===== config.mk =====
export PLATFORM = sky130hd
export DESIGN_NAME = interleaved_string_hash_flat
export DESIGN_NICKNAME = d
export VERILOG_FILES = /design/src/hdl/ish_pkg.sv /design/src/hdl/ish_ifs.sv /design/src/hdl/ish_ctrl.sv /design/src/hdl/ish_dpath.sv /design/src/hdl/interleaved_string_hash.sv /design/src/flat_wrapper.sv
export SDC_FILE = /design/constraint.sdc
export NUM_CORES = 2
export LEC_CHECK = 0
export BUFFER_PORTS_ARGS = -buffer_cell sky130_fd_sc_hd__buf_2
export CAP_MARGIN = 10
export CORE_ASPECT_RATIO = 0.7
export CORE_MARGIN = 8
export CORE_UTILIZATION = 35
export CTS_BUF_LIST = sky130_fd_sc_hd__clkbuf_8
export DETAILED_ROUTE_END_ITERATION = 16
export GPL_ROUTABILITY_DRIVEN = 0
export SYNTH_ARGS = -nofsm -noshare
export SYNTH_HDL_FRONTEND = slang
export SYNTH_SLANG_ARGS = --single-unit

===== constraint.sdc =====
create_clock -name i_clk -period 7.65 [get_ports i_clk]
set_clock_uncertainty 0.15 [all_clocks]
set_input_delay 0 -clock i_clk [delete_from_list [all_inputs] [get_ports i_clk]]
set_output_delay 0 -clock i_clk [all_outputs]
set_load 0.05 [all_outputs]

===== src/hdl/ish_pkg.sv =====
package ish_pkg;

    localparam logic [31:0] HashMult = 32'd77;
    localparam logic [31:0] HashBias = 32'd45;
    localparam logic [2:0]  NullLen  = 3'd4;
    localparam logic [2:0]  NullFail = 3'd5;

    typedef enum logic [1:0] {
        ST_IDLE,
        ST_MULT,
        ST_FIN
    } t_state;

    // Commands from the controller to the datapath.
    typedef struct packed {
        logic load;    // fold the accepted character into the accumulators
        logic mult;    // form even accumulator times odd power
        logic finish;  // load the output register and clear the string state
    } t_dp_cmd;

    // Characters of the word that hashes to zero.
    function automatic logic [7:0] null_char(input logic [1:0] idx);
        logic [7:0] c;
        unique case (idx)
            2'd0:    c = 8'h4E;
            2'd1:    c = 8'h55;
            default: c = 8'h4C;
        endcase
        return c;
    endfunction

endpackage


===== src/hdl/ish_ifs.sv =====
interface ish_in_if;
    logic       valid;
    logic       ready;
    logic [7:0] char_code;
    logic       has_char;
    logic       last;

    modport source (output valid, output char_code, output has_char, output last,
                    input ready);
    modport sink   (input valid, input char_code, input has_char, input last,
                    output ready);
endinterface

interface ish_out_if;
    logic        valid;
    logic        ready;
    logic [31:0] hash_value;

    modport source (output valid, output hash_value, input ready);
    modport sink   (input valid, input hash_value, output ready);
endinterface


===== src/hdl/ish_ctrl.sv =====
module ish_ctrl (
    input  logic             i_clk,
    input  logic             i_rst_n,
    input  logic             i_in_valid,
    input  logic             i_in_last,
    input  logic             i_out_ready,
    output logic             o_in_ready,
    output logic             o_out_valid,
    output ish_pkg::t_dp_cmd o_cmd
);

    ish_pkg::t_state r_state, n_state;
    logic            r_out_valid, n_out_valid;
    logic            accept;

    always_ff @(posedge i_clk) begin
        if (!i_rst_n) begin
            r_state     <= ish_pkg::ST_IDLE;
            r_out_valid <= 1'b0;
        end else begin
            r_state     <= n_state;
            r_out_valid <= n_out_valid;
        end
    end

    always_comb begin
        n_state     = r_state;
        o_in_ready  = 1'b0;
        o_cmd       = '0;
        accept      = 1'b0;
        n_out_valid = r_out_valid && !i_out_ready;
        unique case (r_state)
            ish_pkg::ST_IDLE: begin
                o_in_ready = 1'b1;
                accept     = i_in_valid;
                o_cmd.load = accept;
                if (accept && i_in_last) begin
                    n_state = ish_pkg::ST_MULT;
                end
            end
            ish_pkg::ST_MULT: begin
                o_cmd.mult = 1'b1;
                n_state    = ish_pkg::ST_FIN;
            end
            ish_pkg::ST_FIN: begin
                // hold until the output register is free or being drained
                if (!r_out_valid || i_out_ready) begin
                    o_cmd.finish = 1'b1;
                    n_out_valid  = 1'b1;
                    n_state      = ish_pkg::ST_IDLE;
                end
            end
            default: n_state = ish_pkg::ST_IDLE;
        endcase
    end

    assign o_out_valid = r_out_valid;

endmodule


===== src/hdl/ish_dpath.sv =====
module ish_dpath (
    input  logic             i_clk,
    input  logic             i_rst_n,
    input  ish_pkg::t_dp_cmd i_cmd,
    input  logic [7:0]       i_char_code,
    input  logic             i_has_char,
    output logic [31:0]      o_hash_value
);

    logic [31:0] r_even, n_even;
    logic [31:0] r_odd, n_odd;
    logic [31:0] r_power, n_power;
    logic        r_is_odd, n_is_odd;
    logic [2:0]  r_null_prog, n_null_prog;
    logic [31:0] r_prod;
    logic [31:0] r_hash;
    logic [31:0] term;

    // signed byte minus the bias, wrapped to 32 bits
    assign term = {{24{i_char_code[7]}}, i_char_code} - ish_pkg::HashBias;

    always_comb begin
        n_even      = r_even;
        n_odd       = r_odd;
        n_power     = r_power;
        n_is_odd    = r_is_odd;
        n_null_prog = r_null_prog;
        if (i_cmd.finish) begin
            n_even      = '0;
            n_odd       = '0;
            n_power     = 32'd1;
            n_is_odd    = 1'b0;
            n_null_prog = '0;
        end else if (i_cmd.load && i_has_char) begin
            if (r_is_odd) begin
                n_odd   = r_odd * ish_pkg::HashMult + term;
                n_power = r_power * ish_pkg::HashMult;
            end else begin
                n_even  = r_even * ish_pkg::HashMult + term;
            end
            n_is_odd = !r_is_odd;
            if (r_null_prog < ish_pkg::NullLen
                    && i_char_code == ish_pkg::null_char(r_null_prog[1:0])) begin
                n_null_prog = r_null_prog + 3'd1;
            end else begin
                n_null_prog = ish_pkg::NullFail;
            end
        end
    end

    always_ff @(posedge i_clk) begin
        if (!i_rst_n) begin
            r_even      <= '0;
            r_odd       <= '0;
            r_power     <= 32'd1;
            r_is_odd    <= 1'b0;
            r_null_prog <= '0;
        end else begin
            r_even      <= n_even;
            r_odd       <= n_odd;
            r_power     <= n_power;
            r_is_odd    <= n_is_odd;
            r_null_prog <= n_null_prog;
        end
    end

    always_ff @(posedge i_clk) begin
        if (i_cmd.mult) begin
            r_prod <= r_even * r_power;
        end
        if (i_cmd.finish) begin
            r_hash <= (r_null_prog == ish_pkg::NullLen) ? 32'd0 : r_prod + r_odd;
        end
    end

    assign o_hash_value = r_hash;

endmodule


===== src/hdl/interleaved_string_hash.sv =====
// After the last item, ST_MULT and then ST_FIN bring the hash into the output register.
// Throughput: one character per cycle while idle; the item marked last holds the input
// while the 32x32 combine multiply and the final add run, longer if the output stalls.
// Reset (i_rst_n, synchronous, active low): accumulators to 0, odd power to 1,
// parity and the "NULL" match tracker cleared, output register empty.
module interleaved_string_hash (
    input  logic      i_clk,
    input  logic      i_rst_n,
    ish_in_if.sink    i_in,
    ish_out_if.source o_out
);

    ish_pkg::t_dp_cmd cmd;

    // Controller: accept characters while idle; on last, step through the
    // combine multiply and then load the output register once it is free.
    ish_ctrl u_ctrl (
        .i_clk       (i_clk),
        .i_rst_n     (i_rst_n),
        .i_in_valid  (i_in.valid),
        .i_in_last   (i_in.last),
        .i_out_ready (o_out.ready),
        .o_in_ready  (i_in.ready),
        .o_out_valid (o_out.valid),
        .o_cmd       (cmd)
    );

    // Datapath: even and odd chains of h*77 + (c-45), the power 77^n_odd,
    // the "NULL" word tracker, the combine product and the output register.
    ish_dpath u_dpath (
        .i_clk        (i_clk),
        .i_rst_n      (i_rst_n),
        .i_cmd        (cmd),
        .i_char_code  (i_in.char_code),
        .i_has_char   (i_in.has_char),
        .o_hash_value (o_out.hash_value)
    );

endmodule


===== src/flat_wrapper.sv =====
// flat-port wrapper written by rule: the top's interface ports become plain ports
module interleaved_string_hash_flat 
  (i_clk, i_rst_n, i_in_valid, i_in_char_code, i_in_has_char, i_in_last, i_in_ready, o_out_valid, o_out_hash_value, o_out_ready);
  ish_in_if i_in_i ();
  ish_out_if o_out_i ();
  input  logic i_clk;
  input  logic i_rst_n;
  input wire logic [$bits(i_in_i.valid)-1:0] i_in_valid;
  input wire logic [$bits(i_in_i.char_code)-1:0] i_in_char_code;
  input wire logic [$bits(i_in_i.has_char)-1:0] i_in_has_char;
  input wire logic [$bits(i_in_i.last)-1:0] i_in_last;
  output wire logic [$bits(i_in_i.ready)-1:0] i_in_ready;
  output wire logic [$bits(o_out_i.valid)-1:0] o_out_valid;
  output wire logic [$bits(o_out_i.hash_value)-1:0] o_out_hash_value;
  input wire logic [$bits(o_out_i.ready)-1:0] o_out_ready;
  assign i_in_i.valid = i_in_valid;
  assign i_in_i.char_code = i_in_char_code;
  assign i_in_i.has_char = i_in_has_char;
  assign i_in_i.last = i_in_last;
  assign i_in_ready = i_in_i.ready;
  assign o_out_valid = o_out_i.valid;
  assign o_out_hash_value = o_out_i.hash_value;
  assign o_out_i.ready = o_out_ready;
  interleaved_string_hash u_core (.i_clk(i_clk), .i_rst_n(i_rst_n), .i_in(i_in_i), .o_out(o_out_i));
endmodule

### Yosys cells after proc, flatten, opt, wreduce, memory -nomap -nowiden

Cells that the tools add are included.

| storage, ports and cells | value |
|---|---|
| bits in registers | 167 |
| input port bits | 14 |
| output and inout bits | 34 |
| logic and storage cells | 56 |

| cells by class | value |
|---|---|
| $add $sub $neg | 5 |
| multipliers | 4 |
| magnitude comparators | 1 |
| equality and inequality tests | 7 |
| muxes and demuxes | 14 |
| bitwise operators | 2 |
| reductions and logical operators | 14 |

Operators by type and width:

| cell | number |
|---|---|
| $add A32 B32 Y32 | 3 |
| $mul A32 B7 Y32 const B | 3 |
| $mul A32 B32 Y32 | 1 |
| $mux W8 | 2 |
| $pmux W5 S2 | 1 |
| $sub A8 B7 Y9 const B | 1 |
| $eq A8 B8 Y1 | 1 |
| $mux W1 | 7 |
| $pmux W2 S3 | 1 |
| $reduce_and A2 Y1 | 3 |
| $eq A2 B1 Y1 const B | 2 |
| $logic_and A1 B1 Y1 | 4 |
| $logic_not A2 Y1 | 2 |
| $mux W2 | 2 |
| $ne A2 B2 Y1 const B | 2 |
| $add A3 B1 Y3 const B | 1 |
| $eq A3 B3 Y1 const B | 1 |
| $logic_not A1 Y1 | 3 |
| $lt A3 B3 Y1 const B | 1 |
| $mux W3 | 1 |
| $eq A2 B2 Y1 const B | 1 |
| $not A1 Y1 | 2 |
| $reduce_or A2 Y1 | 1 |
| $logic_or A1 B1 Y1 | 1 |

### Logic depth before layout (Yosys ltp)

| depth | value |
|---|---|
| word-level depth | 8 |
| depth in mapped cells | 28 |
| depth with buffers taken out | 26 |

### Modules after synthesis

A second synthesis with hierarchy kept.

| second synthesis, totals | value |
|---|---|
| cells, all modules | 3859 |
| area, all modules | 34740.8 um^2 |

Modules (own cells, without submodules):

| module | times used | cells each | area each (um^2) | seq. area each (um^2) |
|---|---|---|---|---|
| ish_dpath | 1 | 3846 | 34603.2 | 3883.7 |
| ish_ctrl | 1 | 13 | 137.6 | 60.1 |

### Worst setup path after synthesis

Ideal clock, no wire load.

| path | value |
|---|---|
| kind | input-to-reg |
| from | input port i_in_char_code[0] |
| to | register u_core.u_dpath.r_odd[23] |
| arrival | 7553 ps |
| data required time | 7371 ps |
| setup slack | -182 ps |
| cell stages on the path | 19 |
| buffers on the path | 0 |
| path through | inv_1 ha_1 nor2_1 o21ai_0 a21oi_1 fa_1 inv_1 fa_1 inv_1 fa_1 inv_1 ha_1 a2111oi_0 a211oi_1 or3_1 a211o_1 o31ai_1 xor2_1 o21ai_0 |

| on the way | value |
|---|---|
| longest elaborated chain between the ends | 2 |

Ends and longest elaborated chain:

| element | line | RTL |
|---|---|---|
| start: declaration | flat_wrapper.sv:9 | `input wire logic [$bits(i_in_i.char_code)-1:0] i_in_char_code;` |
| $sub A8 B7 Y9 | ish_dpath.sv:20 | `assign term = {{24{i_char_code[7]}}, i_char_code} - ish_pkg::HashBias;` |
| $add A32 B32 Y32 | ish_dpath.sv:36 | `n_odd = r_odd * ish_pkg::HashMult + term;` |
| end signal: assignment | ish_dpath.sv:60 | `r_odd <= n_odd;` |
| end: declaration | ish_dpath.sv:11 | `logic [31:0] r_odd, n_odd;` |

No other way between the ends.
A chain may end at the register's enable or synchronous reset.

### Worst setup path after layout

| path | value |
|---|---|
| from | register u_core.u_dpath.r_power[8] |
| to | register u_core.u_dpath.r_prod[30], data pin |

| on the way | value |
|---|---|
| longest elaborated chain between the ends | 1 |

Ends and longest elaborated chain:

| element | line | RTL |
|---|---|---|
| start: declaration | ish_dpath.sv:12 | `logic [31:0] r_power, n_power;` |
| start signal: assignment | ish_dpath.sv:61 | `r_power <= n_power;` |
| $mul A32 B32 Y32 | ish_dpath.sv:69 | `r_prod <= r_even * r_power;` |
| end signal: assignment | ish_dpath.sv:69 |  |
| end: declaration | ish_dpath.sv:15 | `logic [31:0] r_prod;` |

No other way between the ends.

==> metrics.txt <==
status completed; clock slew at the register clock pins of the worst setup and hold paths 0.11 ns; FF+latch area 3950 sq um; Worst IR Drop VDD 0.000287 V; CP Class reg2reg; Buf/Inv on CP 2; Min-Delay Endpoint u_core.u_ctrl.o_out_valid$_SDFF_PN0_; hpwl dp 78900 um; Hold Violations, Final 0; die span in y 280 um; Fmax 135 MHz; post-synthesis mux area share 0.230%; ANT nets after route 0; Mean Syn Cell Area 8.95 sq um; Via Count 25709; largest family of logic cells by synthesized area adder cells; Netlist cell types 77; Placed Area 37100 sq um; # fillers 9931; RR Startpoint u_core.u_dpath.r_power[8]$_SDFFE_PP0P_; Clock Tree Root clkbuf_8; NumNets Final 5000; vias in the first global route 26455; Total Routing Usage GR 17.6%; part of the cycle the worst path needs 96.9%; worst hold slack 0.157 ns; RSZ-0062 raised after global routing false; post-synthesis cell count 3894; drt wl/cell 18.0 um; placeable core area 98400 sq um; Critical Path Start u_core.u_dpath.r_power[8]$_SDFFE_PP0P_; clock period minus worst slack 7.41 ns; worst min-delay path class in2reg; Final setup viols 0; I/O pin total 48; CP Max Fanout 13; Synth Cell Area 34800 sq um; critical path required time 7.83 ns; Synth Area in XOR/XNOR 4.88%; GRT Residual Overflow 0; Rel. slew slack 13.3%; Setup TNS 0 ns; TritonRoute pass-1 iters 5; r2r setup slk 0.24 ns; hold path depth 3; Synth-to-Final Area Change 7.84%; largest net degree at the start of global routing 56; layout cells sized above 1 5.08%; post-DR vias/cell 4.87; LEAKAGE 19.1 nW; multi-input logic area 27000 sq um; row count 96; Data arrival, critical path 7.59 ns; register bit count reported by yosys 165; CP Capture Type flop; Die W 393 um; critical path's slowest cell dfxtp_1; Clock Latency Late Sink 0.59 ns; ys flop type dfxtp_1; fin area 37600 sq um; Clock Path Buffers 2; Synth Warn # 0; final WL 95000 um; Crit path max-delay family adder cells; slowest stage delay, CP 0.77 ns; max_cap viols 0; R2R cell count 18; Startpoint Class flop; Die ar. 110000 sq um; part of the Yosys area used for sequential elements 11.3%; CTS tree done; initial antenna violation count 1; clk sinks 165; post-synthesis compound-gate area fraction 9.08%; Inserted Clock Buffers 17; IO buf count 47; Initial Utilization 35.4%; DRC violations left 0; hold path start i_rst_n; Synth Area in Adders 50.1%; simple logic cell fraction of the synthesized area 12.9%; PD cells 183 nW/um^2; Final Slew Violations 0; share of flip-flops with an asynchronous set or reset 0%; Most common cell on crit path fa_1; worst path cell trace buf_4 -> nand2_1 -> fa_1 -> fa_1 -> fa_1 -> fa_1 -> fa_1 -> inv_1 -> fa_1 -> fa_1 -> fa_1 -> ha_1 -> a21o_1 -> a21oi_1 -> nand2_1 -> a221o_1 -> a31o_2 -> xor2_1; 1st-iter DRT viols 1902; worst slew pin tran 1.29 ns; H-tree depth 4; Post-synth EDFFs 64; Worst R2R End u_core.u_dpath.r_prod[30]$_DFFE_PN_; global-route wire length before repair 152000 um
## registers in the layout (all words and copies together) (netlist names)
signal	cells
u_core.u_ctrl.r_state	2
u_core.u_dpath.r_even	32
u_core.u_dpath.r_power	30
u_core.u_dpath.r_null_prog	3
u_core.u_dpath.o_hash_value	32
u_core.u_dpath.r_odd	32
u_core.u_dpath.r_is_odd	1
u_core.u_dpath.r_prod	32
u_core.u_ctrl.o_out_valid	1
## synthesized netlist by cell type, drive strengths merged (8+ instances only)
cell | n | area [sq um]
o31a | 8 | 70.1
xnor2 | 141 | 1230
nand4 | 11 | 68.8
xor2 | 53 | 464
or3 | 10 | 62.6
inv | 936 | 3510
o31ai | 17 | 141
o211ai | 10 | 75.1
o21a | 25 | 189
o21ai | 82 | 410
nor2b | 14 | 87.6
ha | 449 | 5620
edfxtp | 64 | 1920
a21oi | 157 | 786
dfxtp | 101 | 2020
fa | 592 | 11900
a21boi | 8 | 60.1
nand2b | 27 | 169
a21o | 53 | 398
nor2 | 156 | 586
nor3 | 25 | 136
nand2 | 399 | 1500
o21bai | 15 | 113
or2 | 8 | 50.1
and2 | 193 | 1210
clkbuf | 113 | 424
a211oi | 29 | 223
a31oi | 17 | 106
mux2i | 8 | 80.1
nor4 | 9 | 56.3
and3 | 24 | 150
buf | 8 | 30.0
nand3 | 44 | 220
## worst min-delay path, cell delays in order
cell and delay (ns):
dlygate4sd3_1 0.54, buf_2 0.16, a21boi_0 0.14
## worst max path at each step
stage	endpoint	slack [ns]	cells after the start
after floorplan	u_core.u_dpath.r_prod[31]$_DFFE_PN_	0.76	24
after global placement	u_core.u_dpath.r_prod[30]$_DFFE_PN_	0.44	18
after detailed placement	u_core.u_dpath.r_prod[30]$_DFFE_PN_	0.36	18
after CTS	u_core.u_dpath.r_prod[30]$_DFFE_PN_	0.32	18
after global routing	u_core.u_dpath.r_prod[30]$_DFFE_PN_	0.06	18
final	u_core.u_dpath.r_prod[30]$_DFFE_PN_	0.24	18
## cell families (layout without fill, tap and decap cells)
group                      after synthesis  count (layout)
DFF                                    165             165
muxes                                    8               8
other                                    2               7
AOI/OAI and AO/OA                      481             481
buffers and inverters                 1057            1118
xor gates and xnor gates               194             194
adders and majority gates             1041            1041
and+or+nand+nor                        946             946
## placed cells by master (no fill, tap or decap), drive strengths merged, types with 24 or more instances in the layout
cell,netlist,final
inv,936,944
fa,592,592
ha,449,449
nand2,399,399
and2,193,193
a21oi,157,157
nor2,156,156
xnor2,141,141
buf,8,136
dfxtp,101,101
o21ai,82,82
edfxtp,64,64
a21o,53,53
xor2,53,53
nand3,44,44
a211oi,29,29
nand2b,27,27
nor3,25,25
o21a,25,25
and3,24,24
## timing repair
| item | CTS | global route |
|---|---|---|
| hold endpoints to repair | 36 | 0 |
| hold buffers | 14 | 0 |
| setup endpoints to repair | 0 | 1 |
| buffers inserted | 0 | 0 |
| gates resized for setup | 0 | 1 |
## stage by stage
step | worst slack (ns) | std cells | utilization [%] | total power, mW
global route | 0.0564 | 5282 | 38.2 | 7.61
finish | 0.237 | 5283 | 38.2 | 6.86
global placement | 0.445 | 5235 | 37.7 | 6.07
floorplan | 0.756 | 3897 | - | 4.81
detailed placement | 0.359 | 5235 | 37.7 | 6.12
CTS | 0.316 | 5281 | 38.2 | 6.85
## routing by layer
metal	track usage (%)	up-vias	part of all wire, %
li1	-	12184	-
met1	27.5	12691	52
met2	23.2	750	38
met3	6.08	84	9.7
met4	3.11	0	1.2
met5	0	-	0
## area by class of cell
cell class / count / area share [%]
repair buffers: 150 / 3.01
well taps: 1323 / 4.41
clock inverters: 14 / 0.263
diodes: 2 / 0.0133
flip-flops and latches: 165 / 10.5
inverters: 936 / 9.35
clock buffers: 18 / 0.659
multi-input cells: 2675 / 71.8
## power by group
group	internal [mW]	switching, mW	total (mW)
clock network	0.235	0.413	0.649
logic	2.05	3.02	5.07
registers	1.00	0.147	1.15
total	3.28	3.58	6.86
Power figures use the tool's default switching activity.
